===== config.mk =====
export PLATFORM = sky130hd
export DESIGN_NAME = cff_skid
export DESIGN_NICKNAME = d
export VERILOG_FILES = /design/src/hdl/cff_pkg.sv /design/src/hdl/cff_skid.sv
export SDC_FILE = /design/constraint.sdc
export NUM_CORES = 1
export LEC_CHECK = 0
export ABC_AREA = 0
export ABC_CLOCK_PERIOD_IN_PS = 25100
export BUFFER_PORTS_ARGS = -buffer_cell sky130_fd_sc_hd__buf_2
export CORE_AREA = 2 2 186 188
export CTS_BUF_LIST = sky130_fd_sc_hd__clkbuf_4 sky130_fd_sc_hd__clkbuf_8 sky130_fd_sc_hd__clkbuf_16
export DETAILED_ROUTE_END_ITERATION = 8
export DIE_AREA = 0 0 188 190
export SLEW_MARGIN = 30
export SYNTH_ARGS = -nofsm -noshare
export SYNTH_HDL_FRONTEND = slang
export SYNTH_SLANG_ARGS = --single-unit

===== constraint.sdc =====
create_clock -name clk -period 25.1 [get_ports clk]
set_input_delay 5.02 -clock clk [delete_from_list [all_inputs] [get_ports clk]]
set_output_delay 5.02 -clock clk [all_outputs]
set_load 0.01 [all_outputs]

===== src/hdl/cff_pkg.sv =====
// shared types and constants for the contact friction force block
// beat layouts, per-lane divider state and fixed field widths; no dependencies
`default_nettype none

package cff_pkg;

	localparam int DISP_W    = 32;  // signed displacement and force fields
	localparam int COEF_W    = 31;  // unsigned stiffness, coefficient and normal force
	localparam int DIV_STEPS = 32;  // quotient bits produced by the slider divider
	localparam int LANE_LAT  = 39;  // register stages from accept to lane result
	localparam int IN_W      = 352;
	localparam int OUT_W     = 160;

	localparam logic [DISP_W-1:0] S32_MAX = 32'h7fff_ffff;
	localparam logic [DISP_W-1:0] S32_MIN = 32'h8000_0000;

	// input beat, first field in the lowest bits
	typedef struct packed {
		logic [DISP_W-1:0] slider_in_b;
		logic [DISP_W-1:0] slider_in_a;
		logic [COEF_W-1:0] fric_coef_b;
		logic [COEF_W-1:0] fric_coef_a;
		logic [COEF_W-1:0] tang_stiff_b;
		logic [COEF_W-1:0] tang_stiff_a;
		logic [DISP_W-1:0] tang_disp_b;
		logic [DISP_W-1:0] tang_disp_a;
		logic [DISP_W-1:0] normal_gap;
		logic [COEF_W-1:0] normal_stiffness;
		logic [DISP_W-1:0] normal_disp;
	} in_beat_t;

	// result beat, first field in the lowest bits
	typedef struct packed {
		logic [DISP_W-1:0] slider_out_b;
		logic [DISP_W-1:0] slider_out_a;
		logic [DISP_W-1:0] tang_force_b;
		logic [DISP_W-1:0] tang_force_a;
		logic [COEF_W-1:0] normal_force;
	} res_t;

	// what one tangential lane takes from the input beat
	typedef struct packed {
		logic [COEF_W-1:0] fric_coef;
		logic [COEF_W-1:0] tang_stiff;
		logic [DISP_W-1:0] slider_in;
		logic [DISP_W-1:0] tang_disp;
	} lane_in_t;

	// state carried through the restoring divider stages
	typedef struct packed {
		logic [COEF_W-1:0] rem;
		logic [DISP_W-1:0] quo;
		logic [DISP_W-1:0] low;
		logic [COEF_W-1:0] kt;
		logic [DISP_W-1:0] xt;
		logic [DISP_W-1:0] byval;
		logic [DISP_W-1:0] frc;
		logic              neg;
		logic              ovf;
		logic              bypass;
	} div_t;

endpackage

`default_nettype wire


===== src/hdl/cff_skid.sv =====
// output register with a skid stage for the result stream
// uses cff_pkg for the result beat type
`default_nettype none

module cff_skid
	import cff_pkg::*;
(
	input  logic clk,
	input  logic arst_n,
	input  logic in_valid,
	input  res_t in_data,
	output logic in_ready,
	output logic out_valid,
	input  logic out_ready,
	output res_t out_data
);

	logic out_v_q, skid_v_q;
	res_t out_q, skid_q;

	always_ff @(posedge clk or negedge arst_n) begin
		if (!arst_n) begin
			out_v_q  <= 1'b0;
			skid_v_q <= 1'b0;
		end else if (skid_v_q) begin
			if (out_ready) begin
				skid_v_q <= 1'b0;
			end
		end else if (in_valid) begin
			if (out_v_q && !out_ready) begin
				skid_v_q <= 1'b1;
			end else begin
				out_v_q <= 1'b1;
			end
		end else if (out_ready) begin
			out_v_q <= 1'b0;
		end
	end

	always_ff @(posedge clk) begin
		if (skid_v_q) begin
			if (out_ready) begin
				out_q <= skid_q;
			end
		end else if (in_valid) begin
			if (out_v_q && !out_ready) begin
				skid_q <= in_data;
			end else begin
				out_q <= in_data;
			end
		end
	end

	assign in_ready  = !skid_v_q;
	assign out_valid = out_v_q;
	assign out_data  = out_q;

	a_skid_needs_out: assert property (@(posedge clk) disable iff (!arst_n)
		skid_v_q |-> out_v_q)
		else $error("skid holds a beat while the output register is empty");

endmodule

`default_nettype wire


# Word level (Yosys, flattened, before mapping)
# Cells that the tools add are included.
[totals]
ff_bits = 320
in_bits = 163
output_inout_bits = 161
elab_cells = 35
[classes]
n_eq_ne = 3
muxes = 11
n_bitwise = 1
n_reduce_logical = 8
[op_table]
columns = ["op", "count"]
rows = [
  ["159-bit 2-to-1 mux", 4],
  ["3-bit AND reduction", 3],
  ["1-bit 2-to-1 mux", 7],
  ["2-bit != test, second input constant", 3],
  ["2-bit nonzero test", 2],
  ["1-bit zero test", 2],
  ["1-bit logical AND", 1],
  ["1-bit NOT", 1],
]

# Depth between registers and ports, before layout
# Gate-level depths: netlist (run 1).
[depth]
word_depth = 5
ltp_mapped = 4
mapped_depth_nobuf = 2

# Worst setup path before layout (run 1)
# No wires, ideal clock.
[synth_timing]
path_kind = "input to register"
from = "in out_ready"
to = "reg skid_q[0] (netlist name) (enable)"
setup_time_ns = 1.075
t_arrival_ns = 20.148
required_time_ns = 24.025
slack_ns = 3.877
stages = 1
path_cell_list = "nor4bb_1"
[synth_between]
elab_chain_cells = 3
[synth_rtl]
columns = ["element", "line", "source"]
rows = [
  ["start: declaration", "cff_skid.sv:14", "input logic out_ready,"],
  ["1-bit zero test", "cff_skid.sv:46", "if (out_v_q && !out_ready) begin"],
  ["1-bit logical AND", "cff_skid.sv:46", ""],
  ["3-bit AND reduction (no source line)", "--", ""],
  ["end signal: assignment", "cff_skid.sv:47", "skid_q <= in_data;"],
  ["end: declaration", "cff_skid.sv:19", "res_t out_q, skid_q;"],
]
# Every way passes these cells.
# A chain may end at the register's enable or synchronous reset.

# Worst setup path in the final report (run 1)
[layout_timing]
from = "in out_ready"
to = "reg out_q, in the netlist out_data[23] (enable)"
[layout_between]
elab_chain_cells = 4
elab_cells_between_ends = 5
cone_classes = "eq/ne (2); reduce/logical (3)"
[layout_rtl]
columns = ["element", "line", "source"]
rows = [
  ["1-bit zero test", "cff_skid.sv:46", ""],
  ["1-bit logical AND", "cff_skid.sv:46", ""],
  ["2-bit != test (no source line)", "--", ""],
  ["3-bit AND reduction (no source line) *", "--", ""],
  ["end signal: assignment", "cff_skid.sv:43", "out_q <= skid_q;"],
  ["end signal: assignment", "cff_skid.sv:49", "out_q <= in_data;"],
  ["end: declaration", "cff_skid.sv:19", ""],
]
# Mark *: on every way between the ends. The rest lies on a longest branch, timed or not.

==> metrics.txt, run 1 <==
PwrDens=about 87 mW/mm^2; Reg clk slew, reported paths=around 0.060 ns; DRT iter0 DRCs=roughly 240; mux cell area share after synthesis=0.154; Vias=between 5000 and 6000; Final Critical Period=6.52 ns; flops & latches, synth=320; outcome=complete, no violations; worst-skew pair later-pin latency=~0.5 ns; Via density=roughly 4.4; CTS Buf Count=36; top post-synthesis cells by count=318 x edfxtp_1, 159 x mux2_2, 17 x buf_6; Initial Util=0.343; Setup Buffers After CTS=0; CP arrival=~6.6 ns; largest net degree at the start of global routing=between 150 and 200; area of the multi-input gates=roughly 0.0019 sq mm; max_cap viols=0; crit-path max FO=65; worst hold margin=around 0.54 ns; IO Pins=approximately 320; post-CTS sizing=0; post-DP HPWL=14700 um; gr ovfl total=0; Startpoint Class=input port; Lkg Pwr=roughly 5.5 nW; Area Overhead vs Synth=28.3%; final wirelength=around 23000 um; CTS tree=done; initial antenna violation count=4; final hold vios=0; f_max=between 0.15 and 0.2 GHz; largest cells by area after synthesis=edfxtp_1 82%, mux2_2 15%, buf_6 1.6%; max-slew violation count=0; Worst-Margin Slew=about 0.96 ns; core area=roughly 0.034 sq mm; first-pass GRT wire length=between 30000 and 40000 um; CP endpoint kind=register; critical setup path kind=in -> reg; warnings from Yosys=0; Synth area leader=edfxtp_1; Synth Area in Adders=0; RSZ-0062 raised after global routing=false; Sum Neg Setup Slack=0 ns; # hold bufs at CTS=0; simple-gate area share of the yosys netlist=0.00204; drt drc=0; clock buffer depth=3; worst hold path type=reg -> reg; post-route clock period utilization=0.260; vias in the first global route=6203; Die X=roughly 190 um; post-synth cell types=12; sequential area share after synthesis=0.825; DR WL/cell=about 17 um; Reg area=0.00960 sq mm; skew final=between 0.01 and 0.015 ns; fillcell total=about 3000; Net Count, Synth=around 670; Final Setup Violations=0; final total power=~1.3 mW; chip height=190 um; Worst EP required=25.22 ns; post-synthesis xor/xnor area fraction=0; cell with the most instances after synthesis=edfxtp_1; port buffer count=approximately 320; antenna violation net count after detailed routing=0; synthesized area per cell=between 20 and 25 sq um; GRT Overall Usage=0.127; layout cells sized above 1=0.620; Synth Flop Type=edfxtp_1; Max IR drop VDD=slightly above 0.05 mV; Pre-Repair DR Iteration Count=4; std cell rows=roughly 70; largest family of logic cells by synthesized area=multiplexers; nets=between 1000 and 1500; clk sink count=320; GPL Wtd Cong=approximately 0.75; Synth top area share=0.821; Async S/R FF share, synth=0.00625; compound-cell area share of the yosys netlist=0.00194; Root Buffer=clkbuf_16; die area=approximately 0.036 sq mm; H-tree lvl count=2; number of enable flip-flop cells after synthesis=~320; max_slew headroom=0.363; Post-Syn Area=about 0.012 sq mm; final core occ=0.440; post-synthesis cell count=505
[final timing paths]
check	startpoint	end	slack [ns]	depth (start not counted)
max in group asynchronous	arst_n	skid_v_q$_DFF_PN0_	20.69	1
setup reg to reg	skid_v_q$_DFF_PN0_	out_data[23]$_DFFE_PP_	22.38	3
setup / recovery	out_ready	out_data[23]$_DFFE_PP_	18.58	3
hold reg to reg	skid_q[110]$_DFFE_PP_	out_data[110]$_DFFE_PP_	0.54	1
hold / removal	skid_q[110]$_DFFE_PP_	out_data[110]$_DFFE_PP_	0.54	1
min in group asynchronous	arst_n	skid_v_q$_DFF_PN0_	4.30	1
[layout make-up]
cell class	instances	area share
antenna	4	0.000671
clock buffer	44	0.0655
clock inverter	19	0.0140
inverter	1	0.000251
multi-input combinational	166	0.125
sequential	320	0.643
tap	455	0.0381
timing repair buffer	329	0.113
[where the power goes]
group          total (mW)  leakage [nW]  internal [mW]  switching (mW)
combinational       0.121          1.93         0.0537          0.0672
sequential          0.651          3.01          0.640          0.0105
clock               0.524         0.593          0.327           0.197
total                1.30          5.54           1.02           0.274
[logic make-up after synthesis]
| kind of cell | after synthesis |
|---|---|
| simple gates | 4 |
| flops | 320 |
| compound gates | 3 |
| buf+inv | 19 |
| mux | 159 |
[state kept, by name (all words and copies together), names as in the netlist]
name / count
skid_q: 159
out_data: 159
skid_v_q: 1
out_valid: 1
[metal layers]
layer | GRT usage | part of all wire | vias to the layer above
li1 | - | - | 2748
met2 | 0.200 | 0.47 | 225
met4 | 0.0539 | 0.035 | 2
met5 | 0 | 0.00052 | -
met3 | 0.0513 | 0.095 | 62
met1 | 0.154 | 0.40 | 2911
[stage by stage]
stage	instances	area [sq um]	worst slack (ns)
after floorplan	505	11600	3.88
after global placement	1270	13700	18.00
after detailed placement	1270	13700	17.99
after CTS	1333	14900	18.53
after global routing	1336	14900	18.44
final	1338	14900	18.58
[critical path, stage by stage]
cell    delay [ns]
buf_2         0.14
o22a_4        0.60
buf_4         0.79
[layout by cell type (no fill, tap or decap)]
master and count:
clkbuf_4 7, buf_12 1, buf_16 1, clkbuf_16 37, a22o_1 1, nand2b_1 1
diode_2 4, clkinv_2 5, inv_1 1, a21oi_1 1, buf_4 4, mux2_2 159
buf_2 323, clkinv_1 9, nor4bb_4 1, nor2_1 2, o22a_4 1, dfrtp_4 1
edfxtp_1 318, bufinv_16 5, dfrtp_1 1
Power figures use the tool's default switching activity.
==> run 2, diff against run 1 <==
ABC_CLOCK_PERIOD_IN_PS = 5300   (was 25100)
clock period = 5.3 ns   (was 25.1 ns; I/O delays follow)
==> metrics.txt, run 2 (same netlist as run 1, synthesis figures left out) <==
Lkg Pwr=about 5.5 nW; port buffer count=approximately 320; sequential share of power=0.516; largest net degree at the start of global routing=160; crit-path max FO=7; f_max=between 0.4 and 0.5 GHz; DRT iter0 DRCs=between 200 and 300; Final Setup Violations=0; drt drc=0; post-DP HPWL=about 14000 um; GRT Overall Usage=0.127; Die X=approximately 190 um; post-CTS sizing=0; DR WL/cell=17.6 um; Vias=a little under 6000; RSZ-0062 raised after global routing=false; initial antenna violation count=9; R2R setup slack=around 3.2 ns; area of placed instances=about 0.014 sq mm; most frequent cells in the layout=323 x buf_2, 318 x edfxtp_1, 159 x mux2_2; CP arrival=between 1 and 1.5 ns; skew final=0.00971 ns; dpl ws=approximately 2.6 ns; chip height=190 um; worst-skew pair later-pin latency=roughly 0.50 ns; CTS tree=done; fillcell total=2995; core area=~0.034 sq mm; worst hold path type=in -> async; Final Critical Period=approximately 2.3 ns; max_slew headroom=0.325; PwrDens=about 400 mW/mm^2; final core occ=0.438; max_cap viols=0; std cell rows=68; worst hold margin=around 0.34 ns; CP endpoint kind=output pin; Worst-Margin Slew=1.01 ns; first-pass GRT wire length=roughly 36000 um; Via density=roughly 4.4; clock buffer depth=3; outcome=complete, no violations; Area Overhead vs Synth=27.7%; Comb power frac=0.098; Internal=~4.7 mW; Startpoint Class=register; CP max stage cell=dfrtp_4; final hold vios=0; sw frac=0.218; Initial Util=0.343; final wirelength=approximately 23000 um; Worst EP required=about 4.2 ns; vias in the first global route=6144; NetSw=between 1 and 1.5 mW; Pre-Repair DR Iteration Count=5; antenna violation net count after detailed routing=0; Critical Path, Cell by Cell=inv_1 -> buf_2; # hold bufs at CTS=0; Root Buffer=clkbuf_16; R2R depth=2; Crit path largest cell delay=~0.53 ns; gr ovfl total=0; Max IR drop VDD=0.238 mV; Setup Buffers After CTS=0; GPL Wtd Cong=~0.72; IO Pins=roughly 320; RR Endpoint=skid_q[102]$_DFFE_PP_; clk sink count=320; H-tree lvl count=2; Reg clk slew, reported paths=around 0.06 ns; layout cells sized above 1=0.619; commonest non-fill, non-tap cell in the layout=buf_2; final worst setup slack=2.99 ns; nets=~1000; fin area=between 0.01 and 0.015 sq mm; Critical R2R Launch=skid_v_q$_DFF_PN0_; post-route clock period utilization=0.436; critical setup path kind=reg -> out; CTS Buf Count=35; Clock power frac=0.385; die area=0.0357 sq mm; max-slew violation count=0
==> run 2: worst max-delay path by stage <==
stage	startpoint	endpoint	slack [ns]	cells past startpoint
6_report	skid_v_q$_DFF_PN0_	in_ready	2.99	2
3_3_place_gp	out_ready	skid_q[108]$_DFFE_PP_	2.57	3
4_1_cts	skid_v_q$_DFF_PN0_	in_ready	2.96	2
2_1_floorplan	out_ready	skid_q[0]$_DFFE_PP_	-1.30	1
3_5_place_dp	out_ready	skid_q[59]$_DFFE_PP_	2.57	3
5_1_grt	skid_v_q$_DFF_PN0_	in_ready	2.93	2
==> run 2: power groups by stage <==
stage | Sequential, mW | Clock, mW | Combinational (mW)
4_1_cts | 3.08 | 2.37 | 0.595
5_1_grt | 3.09 | 2.47 | 0.638
6_report | 3.07 | 2.29 | 0.586
2_1_floorplan | 3.22 | 0 | 0.259
3_5_place_dp | 3.13 | 0 | 0.593
3_3_place_gp | 3.13 | 0 | 0.587
==> run 2: worst max-delay path: cells and delay by family, from the launching register on <==
kind / cells / cell delay, ns
buffers and inverters: 2 / 0.23
DFF: 1 / 0.53
==> run 2: layer usage <==
| layer | GRT usage | up-vias | routed length [um] |
|---|---|---|---|
| li1 | - | 2742 | - |
| met4 | 0.0533 | 8 | 674 |
| met3 | 0.0505 | 50 | 2100 |
| met5 | 0 | - | 57 |
| met1 | 0.164 | 2902 | 9850 |
| met2 | 0.191 | 222 | 10800 |
==> run 2: cell type report <==
class | count | area, sq um | share of cell area
antenna | 4 | 10.0 | 0.000674
timing repair buffer | 328 | 1730 | 0.117
clock inverter | 14 | 87.6 | 0.00589
tap | 455 | 569 | 0.0383
sequential | 320 | 9600 | 0.646
multi-input combinational | 166 | 1860 | 0.125
clock buffer | 46 | 993 | 0.0669
inverter | 1 | 3.75 | 0.000253
==> run 2: stage by stage <==
stage / setup TNS [ns] / std cells / total power [mW]
after global routing: 0 / 1333 / 6.20
after CTS: 0 / 1328 / 6.04
final: 0 / 1334 / 5.95
after floorplan: -206.57 / 505 / 3.48
after detailed placement: 0 / 1268 / 3.72
after global placement: 0 / 1268 / 3.71
==> run 3, diff against run 2 <==
ABC_AREA = 1   (was 0)
ABC_CLOCK_PERIOD_IN_PS = 2400   (was 5300)
clock period = 2.4 ns   (was 5.3 ns; I/O delays follow)
==> metrics.txt, run 3 <==
first-pass GRT wire length=between 30000 and 40000 um; post-synth cell types=11; final core occ=0.442; Internal=roughly 11 mW; outcome=complete, no violations; max_cap viols=0; core area=0.0339 sq mm; crit-path max FO=45; layout cells sized above 1=0.327; CTS Buf Count=35; most frequent cells in the layout=484 x nand2_1, 323 x buf_2, 318 x edfxtp_1; NetSw=3.54 mW; GRT Overall Usage=0.142; Pre-Repair DR Iteration Count=7; Worst-Margin Slew=0.889 ns; largest net degree at the start of global routing=86; sw frac=0.247; die area=~0.036 sq mm; post-DP HPWL=around 17000 um; clock buffer depth=3; GPL Wtd Cong=roughly 0.75; chip height=roughly 190 um; Startpoint Class=register; compound-cell area share of the yosys netlist=0; post-route clock period utilization=0.870; critical setup path kind=reg -> out; flops & latches, synth=320; Vias=7145; Synth area leader=edfxtp_1; post-synthesis xor/xnor area fraction=0; final total power=14.3 mW; synthesized area per cell=around 14 sq um; initial antenna violation count=3; worst-skew pair later-pin latency=0.51 ns; largest cells by area after synthesis=edfxtp_1 82%, nand2_1 16%, buf_2 0.82%; post-CTS sizing=0; gr ovfl total=0; CP arrival=1.61 ns; IO Pins=roughly 320; antenna violation net count after detailed routing=0; warnings from Yosys=0; Initial Util=0.343; max-slew violation count=0; f_max=0.479 GHz; max_slew headroom=0.407; largest family of logic cells by synthesized area=simple AND/OR/NAND/NOR gates; nets=approximately 1300; DR WL/cell=15.4 um; DRT iter0 DRCs=380; Synth Flop Type=edfxtp_1; worst hold path type=in -> reg; final hold vios=0; Post-Syn Area=between 0.01 and 0.015 sq mm; Reg clk slew, reported paths=about 0.06 ns; Lkg Pwr=~6.4 nW; final wirelength=between 20000 and 30000 um; Crit path largest cell delay=0.54 ns; CP Buf/Inv Count=2; dpl ws=0.625 ns; Comb power frac=0.133; std cell rows=68; Critical Path, Cell by Cell=inv_6 -> buf_2; Net Count, Synth=roughly 1000; Clock power frac=0.369; Die X=between 150 and 200 um; Area Overhead vs Synth=28.8%; final worst setup slack=roughly 0.31 ns; post-synthesis cell count=between 800 and 900; Setup Buffers After CTS=0; crit-path leading delay family=flip-flops; Root Buffer=clkbuf_16; Max IR drop VDD=approximately 0.58 mV; sequential area share after synthesis=0.823; vias in the first global route=between 7000 and 8000; skew final=~0.0096 ns; # hold bufs at CTS=1; CTS tree=done; port buffer count=323; Synth Area in Adders=0; RSZ-0062 raised after global routing=false; mux cell area share after synthesis=0; CP max stage cell=dfrtp_4; drt drc=0; Final Setup Violations=0; Final Critical Period=around 2.1 ns; Via density=between 4 and 5; sequential share of power=0.498; cell with the most instances after synthesis=nand2_1; Synth top area share=0.819; CP endpoint kind=output pin; clk sink count=320; Async S/R FF share, synth=0.00625; top post-synthesis cells by count=486 x nand2_1, 318 x edfxtp_1, 19 x buf_2; simple-gate area share of the yosys netlist=0.158; number of enable flip-flop cells after synthesis=318; Worst EP required=1.92 ns; H-tree lvl count=2; PwrDens=between 900 and 1000 mW/mm^2; commonest non-fill, non-tap cell in the layout=nand2_1
run 3: cells by family (layout without fill, tap and decap cells):
family,count (synthesis),count (layout)
buf+inv,40,402
other cells,0,2
simple gates,489,489
flops,320,320
run 3: routing by layer:
| metal | global-route usage | part of all wire |
|---|---|---|
| met1 | 0.179 | 0.42 |
| met2 | 0.230 | 0.47 |
| met3 | 0.0548 | 0.091 |
| met4 | 0.0354 | 0.017 |
| met5 | 0 | 0.00043 |
run 3: per-stage QoR:
stage | std cells | setup TNS, ns | hold slack [ns] | area (sq um)
finish | 1668 | 0 | 0.161 | 15000
CTS | 1666 | 0 | 0.135 | 15000
global placement | 1603 | 0 | 0.270 | 13900
floorplan | 849 | -168.26 | 0.184 | 11700
global route | 1666 | 0 | 0.126 | 15000
detailed placement | 1603 | 0 | 0.271 | 13900
run 3: worst register-to-register path: stages (launching register included):
cell and delay, ns:
dfrtp_4 0.54, nor2_4 0.11, nand2_2 0.08, clkinvlp_4 0.11, buf_12 0.35
run 3: final cells by class:
cell class,count,area [sq um]
Clock inverter,17,170
Sequential cell,320,9600
Fill cell,3132,18900
Timing Repair Buffer,335,1810
Inverter,5,27.5
Multi-Input combinational cell,489,1860
Clock buffer,45,968
Tap cell,455,569
Antenna cell,2,5.00
run 3: final timing paths:
check / cells past startpoint / end / from / slack [ns]
worst max-delay path: 2 / in_ready / skid_v_q$_DFF_PN0_ / 0.31
worst min-delay path: 1 / skid_q[150]$_DFFE_PP_ / in_data[150] / 0.16
worst max register to register: 4 / skid_q[94]$_DFFE_PP_ / skid_v_q$_DFF_PN0_ / 0.72
worst min register to register: 2 / out_data[47]$_DFFE_PP_ / skid_q[47]$_DFFE_PP_ / 0.51
max in group asynchronous: 2 / skid_v_q$_DFF_PN0_ / arst_n / 1.99
min in group asynchronous: 2 / skid_v_q$_DFF_PN0_ / arst_n / 0.30
run 3: power groups by stage:
stage / Sequential, mW / Combinational, mW / Clock, mW
floorplan: 7.49 / 0.804 / 0
detailed placement: 7.25 / 1.96 / 0
finish: 7.13 / 1.91 / 5.28
global placement: 7.24 / 1.92 / 0
global route: 7.18 / 2.14 / 5.68
CTS: 7.14 / 1.96 / 5.43
